**config.mk**
```make
export PLATFORM = sky130hd
export DESIGN_NAME = unicode_case_mapper
export DESIGN_NICKNAME = d
export VERILOG_FILES = /design/src/rtl/core/ucm_pkg.sv /design/src/rtl/core/ucm_classify.sv /design/src/rtl/core/ucm_offset.sv /design/src/rtl/core/unicode_case_mapper.sv
export SDC_FILE = /design/constraint.sdc
export NUM_CORES = 1
export LEC_CHECK = 0
export BUFFER_PORTS_ARGS = -buffer_cell sky130_fd_sc_hd__buf_4
export CORE_MARGIN = 2
export CORE_UTILIZATION = 55
export CTS_CLUSTER_DIAMETER = 40
export DETAILED_ROUTE_END_ITERATION = 8
export HOLD_SLACK_MARGIN = 0.03
export PLACE_DENSITY = 0.74
export SLEW_MARGIN = 20
export SYNTH_ARGS = -nofsm -noshare
export SYNTH_HDL_FRONTEND = slang
export SYNTH_HIERARCHICAL = 1
export SYNTH_SLANG_ARGS = --single-unit
export TNS_END_PERCENT = 100
```
**constraint.sdc**
```tcl
create_clock -name clk -period 5.7 [get_ports clk]
set_input_delay 1.14 -clock clk [delete_from_list [all_inputs] [get_ports clk]]
set_output_delay 1.14 -clock clk [all_outputs]
set_load 0.005 [all_outputs]
```
**src/rtl/core/ucm_pkg.sv**
```systemverilog
package ucm_pkg;

  // Width of one code point.
  localparam int CpW = 21;

  typedef logic [CpW-1:0] cp_t;

  // Values that the fixed one-to-one rules produce.
  typedef logic [8:0] fixed_t;

  // Signed step added to a code point by the offset rules.
  typedef logic signed [7:0] delta_t;

  // Values for the action input.
  localparam logic ACT_UPPER = 1'b0;
  localparam logic ACT_LOWER = 1'b1;

  // Mapping rule picked by the classifier.
  typedef enum logic [3:0] {
    RULE_NONE,
    RULE_PLUS20,
    RULE_MINUS20,
    RULE_PLUS30,
    RULE_MINUS30,
    RULE_PLUS50,
    RULE_MINUS50,
    RULE_ODD_DOWN,
    RULE_EVEN_UP,
    RULE_EVEN_DOWN,
    RULE_ODD_UP,
    RULE_FIXED
  } rule_t;

  // Results of the special cases.
  localparam fixed_t FIX_Y_DIAER_CAP = 9'h178;
  localparam fixed_t FIX_Y_DIAER_SML = 9'h0FF;
  localparam fixed_t FIX_I_CAP       = 9'h049;
  localparam fixed_t FIX_I_SML       = 9'h069;
  localparam fixed_t FIX_S_CAP       = 9'h053;

  // Code points that the special cases test for.
  localparam cp_t CP_Y_DIAER_CAP = 21'h00178;
  localparam cp_t CP_Y_DIAER_SML = 21'h000FF;
  localparam cp_t CP_I_DOT       = 21'h00130;
  localparam cp_t CP_I_DOTLESS   = 21'h00131;
  localparam cp_t CP_LONG_S      = 21'h0017F;

  // Step sizes of the offset rules.
  localparam delta_t DLT_20  = 8'sd32;
  localparam delta_t DLT_30  = 8'sd48;
  localparam delta_t DLT_50  = 8'sd80;
  localparam delta_t DLT_ONE = 8'sd1;
  localparam delta_t DLT_NIL = 8'sd0;

  // Classifier result carried in the first stage.
  typedef struct packed {
    rule_t  rule;
    fixed_t fixed;
  } class_t;

  // Offset result carried in the second stage.
  typedef struct packed {
    logic   use_fixed;
    fixed_t fixed;
    delta_t delta;
  } offs_t;

  // True when c lies in lo..hi, both inclusive.
  function automatic logic in_rng(input cp_t c, input cp_t lo, input cp_t hi);
    in_rng = (c >= lo) && (c <= hi);
  endfunction

endpackage

```
**src/rtl/core/ucm_classify.sv**
```systemverilog
module ucm_classify import ucm_pkg::*; (
  input  logic   action,
  input  cp_t    code_point,
  output class_t cls
);

  // Upper-casing rules; where ranges overlap, the first matching test wins.
  class_t up_cls;
  always_comb begin
    up_cls.rule  = RULE_NONE;
    up_cls.fixed = '0;
    if (in_rng(code_point, 21'h61, 21'h7A)) begin
      up_cls.rule = RULE_MINUS20;
    end else if (in_rng(code_point, 21'hE0, 21'hF6) || in_rng(code_point, 21'hF8, 21'hFE)) begin
      up_cls.rule = RULE_MINUS20;
    end else if (code_point == CP_Y_DIAER_SML) begin
      up_cls.rule  = RULE_FIXED;
      up_cls.fixed = FIX_Y_DIAER_CAP;
    end else if (code_point == CP_I_DOT || code_point == CP_I_DOTLESS) begin
      up_cls.rule  = RULE_FIXED;
      up_cls.fixed = FIX_I_CAP;
    end else if (in_rng(code_point, 21'h100, 21'h137) ||
                 in_rng(code_point, 21'h14A, 21'h177)) begin
      up_cls.rule = RULE_ODD_DOWN;
    end else if (in_rng(code_point, 21'h139, 21'h148) ||
                 in_rng(code_point, 21'h179, 21'h17E)) begin
      up_cls.rule = RULE_EVEN_DOWN;
    end else if (code_point == CP_LONG_S) begin
      up_cls.rule  = RULE_FIXED;
      up_cls.fixed = FIX_S_CAP;
    end else if (in_rng(code_point, 21'h200, 21'h217)) begin
      up_cls.rule = RULE_ODD_DOWN;
    end else if (in_rng(code_point, 21'h430, 21'h44F)) begin
      up_cls.rule = RULE_MINUS20;
    end else if (in_rng(code_point, 21'h451, 21'h45C) ||
                 in_rng(code_point, 21'h45E, 21'h45F)) begin
      up_cls.rule = RULE_MINUS50;
    end else if (in_rng(code_point, 21'h460, 21'h47F)) begin
      up_cls.rule = RULE_ODD_DOWN;
    end else if (in_rng(code_point, 21'h561, 21'h586)) begin
      up_cls.rule = RULE_MINUS30;
    end else if (in_rng(code_point, 21'hFF41, 21'hFF5A)) begin
      up_cls.rule = RULE_MINUS20;
    end
  end

  // Lower-casing rules; where ranges overlap, the first matching test wins.
  class_t lo_cls;
  always_comb begin
    lo_cls.rule  = RULE_NONE;
    lo_cls.fixed = '0;
    if (in_rng(code_point, 21'h41, 21'h5A)) begin
      lo_cls.rule = RULE_PLUS20;
    end else if (in_rng(code_point, 21'hC0, 21'hD6) || in_rng(code_point, 21'hD8, 21'hDE)) begin
      lo_cls.rule = RULE_PLUS20;
    end else if (code_point == CP_I_DOT || code_point == CP_I_DOTLESS) begin
      lo_cls.rule  = RULE_FIXED;
      lo_cls.fixed = FIX_I_SML;
    end else if (in_rng(code_point, 21'h100, 21'h137) ||
                 in_rng(code_point, 21'h14A, 21'h177)) begin
      lo_cls.rule = RULE_EVEN_UP;
    end else if (code_point == CP_Y_DIAER_CAP) begin
      lo_cls.rule  = RULE_FIXED;
      lo_cls.fixed = FIX_Y_DIAER_SML;
    end else if (in_rng(code_point, 21'h139, 21'h148) ||
                 in_rng(code_point, 21'h179, 21'h17E)) begin
      lo_cls.rule = RULE_ODD_UP;
    end else if (in_rng(code_point, 21'h200, 21'h217)) begin
      lo_cls.rule = RULE_EVEN_UP;
    end else if (in_rng(code_point, 21'h401, 21'h40C) ||
                 in_rng(code_point, 21'h40E, 21'h40F)) begin
      lo_cls.rule = RULE_PLUS50;
    end else if (in_rng(code_point, 21'h410, 21'h42F)) begin
      lo_cls.rule = RULE_PLUS20;
    end else if (in_rng(code_point, 21'h460, 21'h47F)) begin
      lo_cls.rule = RULE_EVEN_UP;
    end else if (in_rng(code_point, 21'h531, 21'h556)) begin
      lo_cls.rule = RULE_PLUS30;
    end else if (in_rng(code_point, 21'h10A0, 21'h10C5)) begin
      lo_cls.rule = RULE_PLUS30;
    end else if (in_rng(code_point, 21'hFF21, 21'hFF3A)) begin
      lo_cls.rule = RULE_PLUS20;
    end
  end

  // The action bit picks the rule set.
  assign cls = (action == ACT_LOWER) ? lo_cls : up_cls;

endmodule

```
**src/rtl/core/ucm_offset.sv**
```systemverilog
module ucm_offset import ucm_pkg::*; (
  input  class_t cls,
  input  logic   cp_odd,
  output offs_t  offs
);

  // Turn the rule and the parity of the code point into a signed step.
  always_comb begin
    offs.use_fixed = 1'b0;
    offs.fixed     = cls.fixed;
    offs.delta     = DLT_NIL;
    case (cls.rule)
      RULE_NONE:      offs.delta = DLT_NIL;
      RULE_PLUS20:    offs.delta = DLT_20;
      RULE_MINUS20:   offs.delta = -DLT_20;
      RULE_PLUS30:    offs.delta = DLT_30;
      RULE_MINUS30:   offs.delta = -DLT_30;
      RULE_PLUS50:    offs.delta = DLT_50;
      RULE_MINUS50:   offs.delta = -DLT_50;
      RULE_ODD_DOWN:  offs.delta = cp_odd ? -DLT_ONE : DLT_NIL;
      RULE_EVEN_UP:   offs.delta = cp_odd ? DLT_NIL : DLT_ONE;
      RULE_EVEN_DOWN: offs.delta = cp_odd ? DLT_NIL : -DLT_ONE;
      RULE_ODD_UP:    offs.delta = cp_odd ? DLT_ONE : DLT_NIL;
      RULE_FIXED:     offs.use_fixed = 1'b1;
      default:        offs.delta = DLT_NIL;
    endcase
  end

endmodule

```
**src/rtl/core/unicode_case_mapper.sv**
```systemverilog
// Maps one Unicode code point per beat to upper case (in_action low) or lower case
// (in_action high) by fixed range rules covering ASCII, Latin-1, Latin Extended-A,
// part of Latin Extended-B, Cyrillic, Armenian, Georgian and fullwidth Latin; any
// other value, including values above 0x10FFFF, passes through unchanged. The block
// keeps no state between beats. It accepts one beat per cycle while the output is
// not stalled, and each result passes three registered stages: stage one classifies
// the code point by range compares, stage two turns the rule into a signed step or
// a fixed value, and stage three applies the 21-bit add into the output register.
// A stalled output backs up through the stages without losing or repeating a beat.
module unicode_case_mapper import ucm_pkg::*; (
  input  logic clk,
  input  logic rst_n,
  input  logic in_valid,
  output logic in_ready,
  input  logic in_action,
  input  logic [20:0] in_code_point,
  output logic out_valid,
  input  logic out_ready,
  output logic [20:0] out_mapped_point
);

  logic   s1_valid_r, s2_valid_r, s3_valid_r;
  cp_t    s1_cp_r, s2_cp_r, s3_cp_r;
  class_t s1_cls_r;
  offs_t  s2_offs_r;
  cp_t    s3_mapped_r;

  class_t s1_cls_nxt;
  offs_t  s2_offs_nxt;
  cp_t    s3_mapped_nxt;
  logic   s1_ready, s2_ready, s3_ready;

  // A stage takes a new beat when it is empty or its content moves on.
  assign s3_ready = !s3_valid_r || out_ready;
  assign s2_ready = !s2_valid_r || s3_ready;
  assign s1_ready = !s1_valid_r || s2_ready;
  assign in_ready = s1_ready;

  ucm_classify u_classify (
    .action     (in_action),
    .code_point (in_code_point),
    .cls        (s1_cls_nxt)
  );

  ucm_offset u_offset (
    .cls    (s1_cls_r),
    .cp_odd (s1_cp_r[0]),
    .offs   (s2_offs_nxt)
  );

  // Final value: a fixed code point or the input plus the sign-extended step.
  assign s3_mapped_nxt = s2_offs_r.use_fixed
      ? {{(CpW-9){1'b0}}, s2_offs_r.fixed}
      : s2_cp_r + {{(CpW-8){s2_offs_r.delta[7]}}, s2_offs_r.delta};

  // Valid bits of the three stages.
  always_ff @(posedge clk) begin
    if (!rst_n) begin
      s1_valid_r <= 1'b0;
      s2_valid_r <= 1'b0;
      s3_valid_r <= 1'b0;
    end else begin
      if (s1_ready) s1_valid_r <= in_valid;
      if (s2_ready) s2_valid_r <= s1_valid_r;
      if (s3_ready) s3_valid_r <= s2_valid_r;
    end
  end

  // Payload registers move together with their valid bits.
  always_ff @(posedge clk) begin
    if (s1_ready) begin
      s1_cp_r  <= in_code_point;
      s1_cls_r <= s1_cls_nxt;
    end
    if (s2_ready) begin
      s2_cp_r   <= s1_cp_r;
      s2_offs_r <= s2_offs_nxt;
    end
    if (s3_ready) begin
      s3_cp_r     <= s2_cp_r;
      s3_mapped_r <= s3_mapped_nxt;
    end
  end

  assign out_valid        = s3_valid_r;
  assign out_mapped_point = s3_mapped_r;

  // The pipeline is empty right after reset.
  a_empty_after_reset: assert property (@(posedge clk)
      !rst_n |=> (!s1_valid_r && !s2_valid_r && !s3_valid_r))
    else $error("pipeline not empty after reset");

  // A beat in stage two is never dropped while stage three is blocked.
  a_s2_holds: assert property (@(posedge clk) disable iff (!rst_n)
      (s2_valid_r && !s3_ready) |=> (s2_valid_r && $stable(s2_cp_r)))
    else $error("stage two lost a beat during a stall");

  // A beat in stage one moves to stage two when stage two can take it.
  a_s1_advance: assert property (@(posedge clk) disable iff (!rst_n)
      (s1_valid_r && s2_ready) |=> s2_valid_r)
    else $error("stage one beat did not advance");

  // Code points above the sixteen-bit plane always pass through unchanged.
  a_high_pass: assert property (@(posedge clk) disable iff (!rst_n)
      (s3_valid_r && (s3_cp_r[CpW-1:16] != '0)) |-> (s3_mapped_r == s3_cp_r))
    else $error("code point outside the mapped planes was altered");

endmodule

```
After elaboration in Yosys (flattened, before gate mapping)
Index checks and enable logic that the tools add are counted.

storage, ports and cells
  input bits = 26
  bits in registers = 97
  output and inout bits = 23

cells by class
  eq/ne operators = 16
  mux-type cells = 43
  reduce and logical (&&, ||, !) cells = 36
  order comparisons = 46
  add/subtract/negate cells = 1

operators with widths
  operator                                                                               number
  21-bit by 11-bit greater-or-equal comparator with 1-bit output, second input constant  9
  21-bit by 11-bit less-or-equal comparator with 1-bit output, second input constant     9
  21-bit by 9-bit equality test with 1-bit output, second input constant                 4
  21-bit by 8-bit greater-or-equal comparator with 1-bit output, second input constant   4
  21-bit by 9-bit greater-or-equal comparator with 1-bit output, second input constant   4
  21-bit by 8-bit less-or-equal comparator with 1-bit output, second input constant      4
  21-bit by 9-bit less-or-equal comparator with 1-bit output, second input constant      4
  8-bit one-hot mux with 10 select lines                                                 1
  4-bit 2-to-1 mux                                                                       19
  9-bit 2-to-1 mux                                                                       8
  13-bit 2-to-1 mux                                                                      4
  21-bit by 16-bit greater-or-equal comparator with 1-bit output, second input constant  2
  21-bit by 7-bit greater-or-equal comparator with 1-bit output, second input constant   2
  21-bit by 16-bit less-or-equal comparator with 1-bit output, second input constant     2
  21-bit by 7-bit less-or-equal comparator with 1-bit output, second input constant      2
  8-bit 2-to-1 mux                                                                       3
  1-bit logical AND                                                                      23
  21-bit adder                                                                           1
  21-bit by 8-bit equality test with 1-bit output, second input constant                 1
  21-bit by 10-bit greater-or-equal comparator with 1-bit output, second input constant  1
  21-bit by 13-bit greater-or-equal comparator with 1-bit output, second input constant  1
  21-bit by 10-bit less-or-equal comparator with 1-bit output, second input constant     1
  21-bit by 13-bit less-or-equal comparator with 1-bit output, second input constant     1
  4-bit by 3-bit equality test with 1-bit output, second input constant                  4
  other kinds (9)                                                                        28

Logic depth before layout (Yosys ltp)
  depth after elaboration = 16
  mapped depth = 9
  mapped depth without buffers = 9

Hierarchy
Netlist, hierarchy kept.

by module, submodules not included
  module               cells each  area an instance (sq um)  seq. area each (sq um)  times used
  unicode_case_mapper  285         4,161.5                   2,882.8                 1
  ucm_classify         233         1,432.6                   0.0                     1
  ucm_offset           41          289.0                     0.0                     1

Worst setup path before layout
OpenSTA, ideal clock, no wires.

  kind = input-to-output
  from = in out_ready
  to = out in_ready
  data arrival time = 2.244 ns
  buffers on the path = 0
  cell stages on the path = 2
  slack = 2.316 ns
  cells stage by stage = nor2b_1 nand3_1

on the way
  cells in the longest elaborated chain, start to end = 3

RTL lines
  item              line                       source
  start, declared   unicode_case_mapper.sv:18  input logic out_ready,
  1-bit logical OR  unicode_case_mapper.sv:34  assign s3_ready = !s3_valid_r || out_ready;
  1-bit logical OR  unicode_case_mapper.sv:35  assign s2_ready = !s2_valid_r || s3_ready;
  1-bit logical OR  unicode_case_mapper.sv:36  assign s1_ready = !s1_valid_r || s2_ready;
  end, declared     unicode_case_mapper.sv:14  output logic in_ready,

No other way between the ends.

==> reports/metrics.csv <==
metric,value,unit
worst-setup-path-type,in2reg,
hpwl,9.90,mm
post-synth-top-area-fraction,0.480,
finalCritPeriodShare,0.577,
fin_tns_setup,0,ns
gp_congestion,0.990,
max_stage_delay,0.61,ns
overflow,0,
clk_pin_slew,0.09,ns
synth_top_cells_by_area,"edfxtp_1 (48%), ha_1 (4.3%), a21oi_1 (3.4%)",
end_kind,flip-flop,
final_util,0.618,
gr-usage-met2,0.397,
grt_pass1_vias,4351,
crit_required,5.82,ns
ctsRootBufferMaster,clkbuf_8,
die_w,107,um
drtIter0Drc,345,
setup_violations,0,
ys_seq_elements,97,
p_leak,0.00243,uW
cts-buffers-inserted,9,
hold_violations,0,
synth_ff_type,edfxtp_1,
path_cells,"buf_4, or4_4, nor4_4, o21ai_2, o21bai_1, a211o_1, nor4_1, o21ai_1",
reg2reg_from,s2_offs_r[7],
numPlacedInstances,705,
holdPathEnd,s2_cp_r[12],
nNetsFinal,627,
hold_path_depth,0,
antenna_found_initial,0,
fp.dieH,107,um
regArea,0.00288,mm^2
cts.sinks,97,
finClkSkew,0.0154,ns
hold_class,reg2reg,
cp.arrival,3.41,ns
diodes,0,
syn_nets,606,
pwr-share-clk,0.315,
rows,37,
ys_seq_area_frac,0.490,
placed_area,0.00621,mm^2
critPathBufInv,1,
multi_input_area,0.00271,mm^2
ant_nets,0,
drc,0,
htreeDepth,3,
use_met3,0.0424,
dieArea,0.0115,mm^2
slowest_stage,or4_4,
fmax,304,MHz
crit_family,simple AND/OR/NAND/NOR gates,
initial_core_util,0.567,
cts_resized,0,
grt_start_max_net_pins,40,
synth_warnings,6,
cap_violations,0,
grt_usage,0.244,
clk_latency,0.36,ns
fin_crit,3.29,ns
io_buffers,48,
cp_max_fo,6,
fin_area,0.00641,mm^2
ctsLongestPathBuffers,2,
synth_cells,559,
rr_worst_depth,7,
syn_to_final_growth,8.97,%
yosys.area.top_type,edfxtp_1,
via_per_inst,6.35,
met1_usage,0.311,
cts_tree,built,
r2r-end,out_mapped_point[19],
fillCellCount,888,
drv_slew,0,
holdBufCountCts,0,
drt_pass1_iterations,5,
core_area,0.0104,mm^2
grt_pass1_wl,21.8,mm
rrSetupSlack,2.93,ns
status,finished clean,
rsz0062_at_grt,false,
async_flop_share,0,
wl_per_cell,19.3,um
pwr_density_cell,220,mW/mm^2
worst_pin_slew,0.828,ns
syn-mean-instance-area,10.5,um^2
drive_gt1_frac,0.154,
hold_path_startpoint,s1_cp_r[12],
seqPwrFrac,0.582,
fin_cells,721,
grt_most_used_layer,met2,
power.switching,336,uW
critPathLaunchType,primary input,
synth_cell_type_count,85,
swShare,0.238,
syn-cell-area,0.00588,mm^2
vias,4578,
relSlewSlack,0.447,
wl,13.9,mm
io_pins,49,
post_cts_buffers,0,
synth-edff-count,94,
p_int,1070,uW
ir_drop,0.108,mV
comb_power_share,0.103,
[cells by family (layout without fill, tap and decap cells)]
kind of cell / count (synthesis) / in the layout / synth area share
AND/OR/NAND/NOR: 214 / 214 / 0.214
adder cells (fa/ha/maj): 21 / 21 / 0.0459
buffers and inverters: 60 / 86 / 0.0504
multiplexers: 6 / 6 / 0.0113
flip-flops: 97 / 97 / 0.490
XOR/XNOR: 6 / 6 / 0.00893
AO/OA/AOI/OAI: 155 / 155 / 0.179
[cells in the mapped netlist (all sizes together), types with 4 or more instances]
cell type  count
buf           19
or4            5
a21boi         5
and3           9
nand3b         4
nor4          13
clkbuf        22
nor2b          8
or2            4
and4           6
nor3          17
ha            20
nor3b          4
a211o          4
nand2b         7
a31oi          7
o21a           6
o21ai         34
o211ai         6
a21o          13
inv           19
nand3         17
nor2          37
nand4         18
o31ai          9
mux2           5
edfxtp        94
or3            7
xor2           5
nand2         41
nor4b          5
a21oi         41
[power by group through the flow]
stage,sequential [uW],combinational [uW],clock (uW)
after floorplan,834,80.7,0
after global placement,835,140,0
after detailed placement,836,141,0
after CTS,820,142,451
after global routing,823,156,475
final,820,145,444
[worst max path at each step]
stage	end	startpoint	depth (start not counted)	slack, ns
after floorplan	in_ready	out_ready	2	2.32
after global placement	s1_cls_r[9]	in_code_point[19]	8	1.94
after detailed placement	s1_cls_r[9]	in_code_point[19]	8	1.88
after CTS	s1_cls_r[9]	in_code_point[19]	8	2.27
after global routing	s1_cls_r[12]	in_code_point[13]	7	2.31
final	s1_cls_r[10]	in_code_point[19]	8	2.41
[metrics by stage]
| step | hold WS, ns | power [uW] | worst slack [ns] |
|---|---|---|---|
| 2_1_floorplan | 0.400 | 915 | 2.32 |
| 3_3_place_gp | 0.406 | 975 | 1.94 |
| 3_5_place_dp | 0.405 | 978 | 1.88 |
| 4_1_cts | 0.421 | 1410 | 2.27 |
| 5_1_grt | 0.430 | 1450 | 2.31 |
| 6_report | 0.418 | 1410 | 2.41 |
[cell type report]
| class | count | share of cell area |
|---|---|---|
| clock inverter | 5 | 0.00976 |
| timing repair buffer | 51 | 0.0597 |
| multi-input combinational | 402 | 0.423 |
| tap | 136 | 0.0265 |
| sequential | 97 | 0.450 |
| clock buffer | 11 | 0.0205 |
| inverter | 19 | 0.0111 |
[cells in the final DEF (no fill, tap or decap), drive strengths merged, types with 4 or more instances in the layout]
| cell type | n |
|---|---|
| nand3 | 17 |
| nand2b | 7 |
| or2 | 4 |
| a211o | 4 |
| a21oi | 41 |
| or3 | 7 |
| ha | 20 |
| nand3b | 4 |
| nor4b | 5 |
| clkbuf | 11 |
| inv | 21 |
| o21a | 6 |
| o21ai | 34 |
| nor4 | 13 |
| edfxtp | 94 |
| nand2 | 41 |
| nor2b | 8 |
| nand4 | 18 |
| and3 | 9 |
| nor2 | 37 |
| nor3b | 4 |
| buf | 51 |
| nor3 | 17 |
| o31ai | 9 |
| o211ai | 6 |
| mux2 | 5 |
| xor2 | 5 |
| a21o | 13 |
| a31oi | 7 |
| or4 | 5 |
| and4 | 6 |
| a21boi | 5 |
[flip-flops by register name, summed over array words and instances (netlist names)]
name / flops
s2_valid_r: 1
s1_valid_r: 1
s2_offs_r: 18
s1_cls_r: 13
out_mapped_point: 21
s2_cp_r: 21
out_valid: 1
s1_cp_r: 21
[routing by layer]
metal / share of wire / routed length, um / up-vias
li1: - / - / 2190
met4: 0.039 / 537 / 0
met3: 0.059 / 822 / 56
met5: 0 / 0 / -
met1: 0.42 / 5840 / 2128
met2: 0.48 / 6730 / 204
No activity file was read; power rests on OpenSTA's default activity.
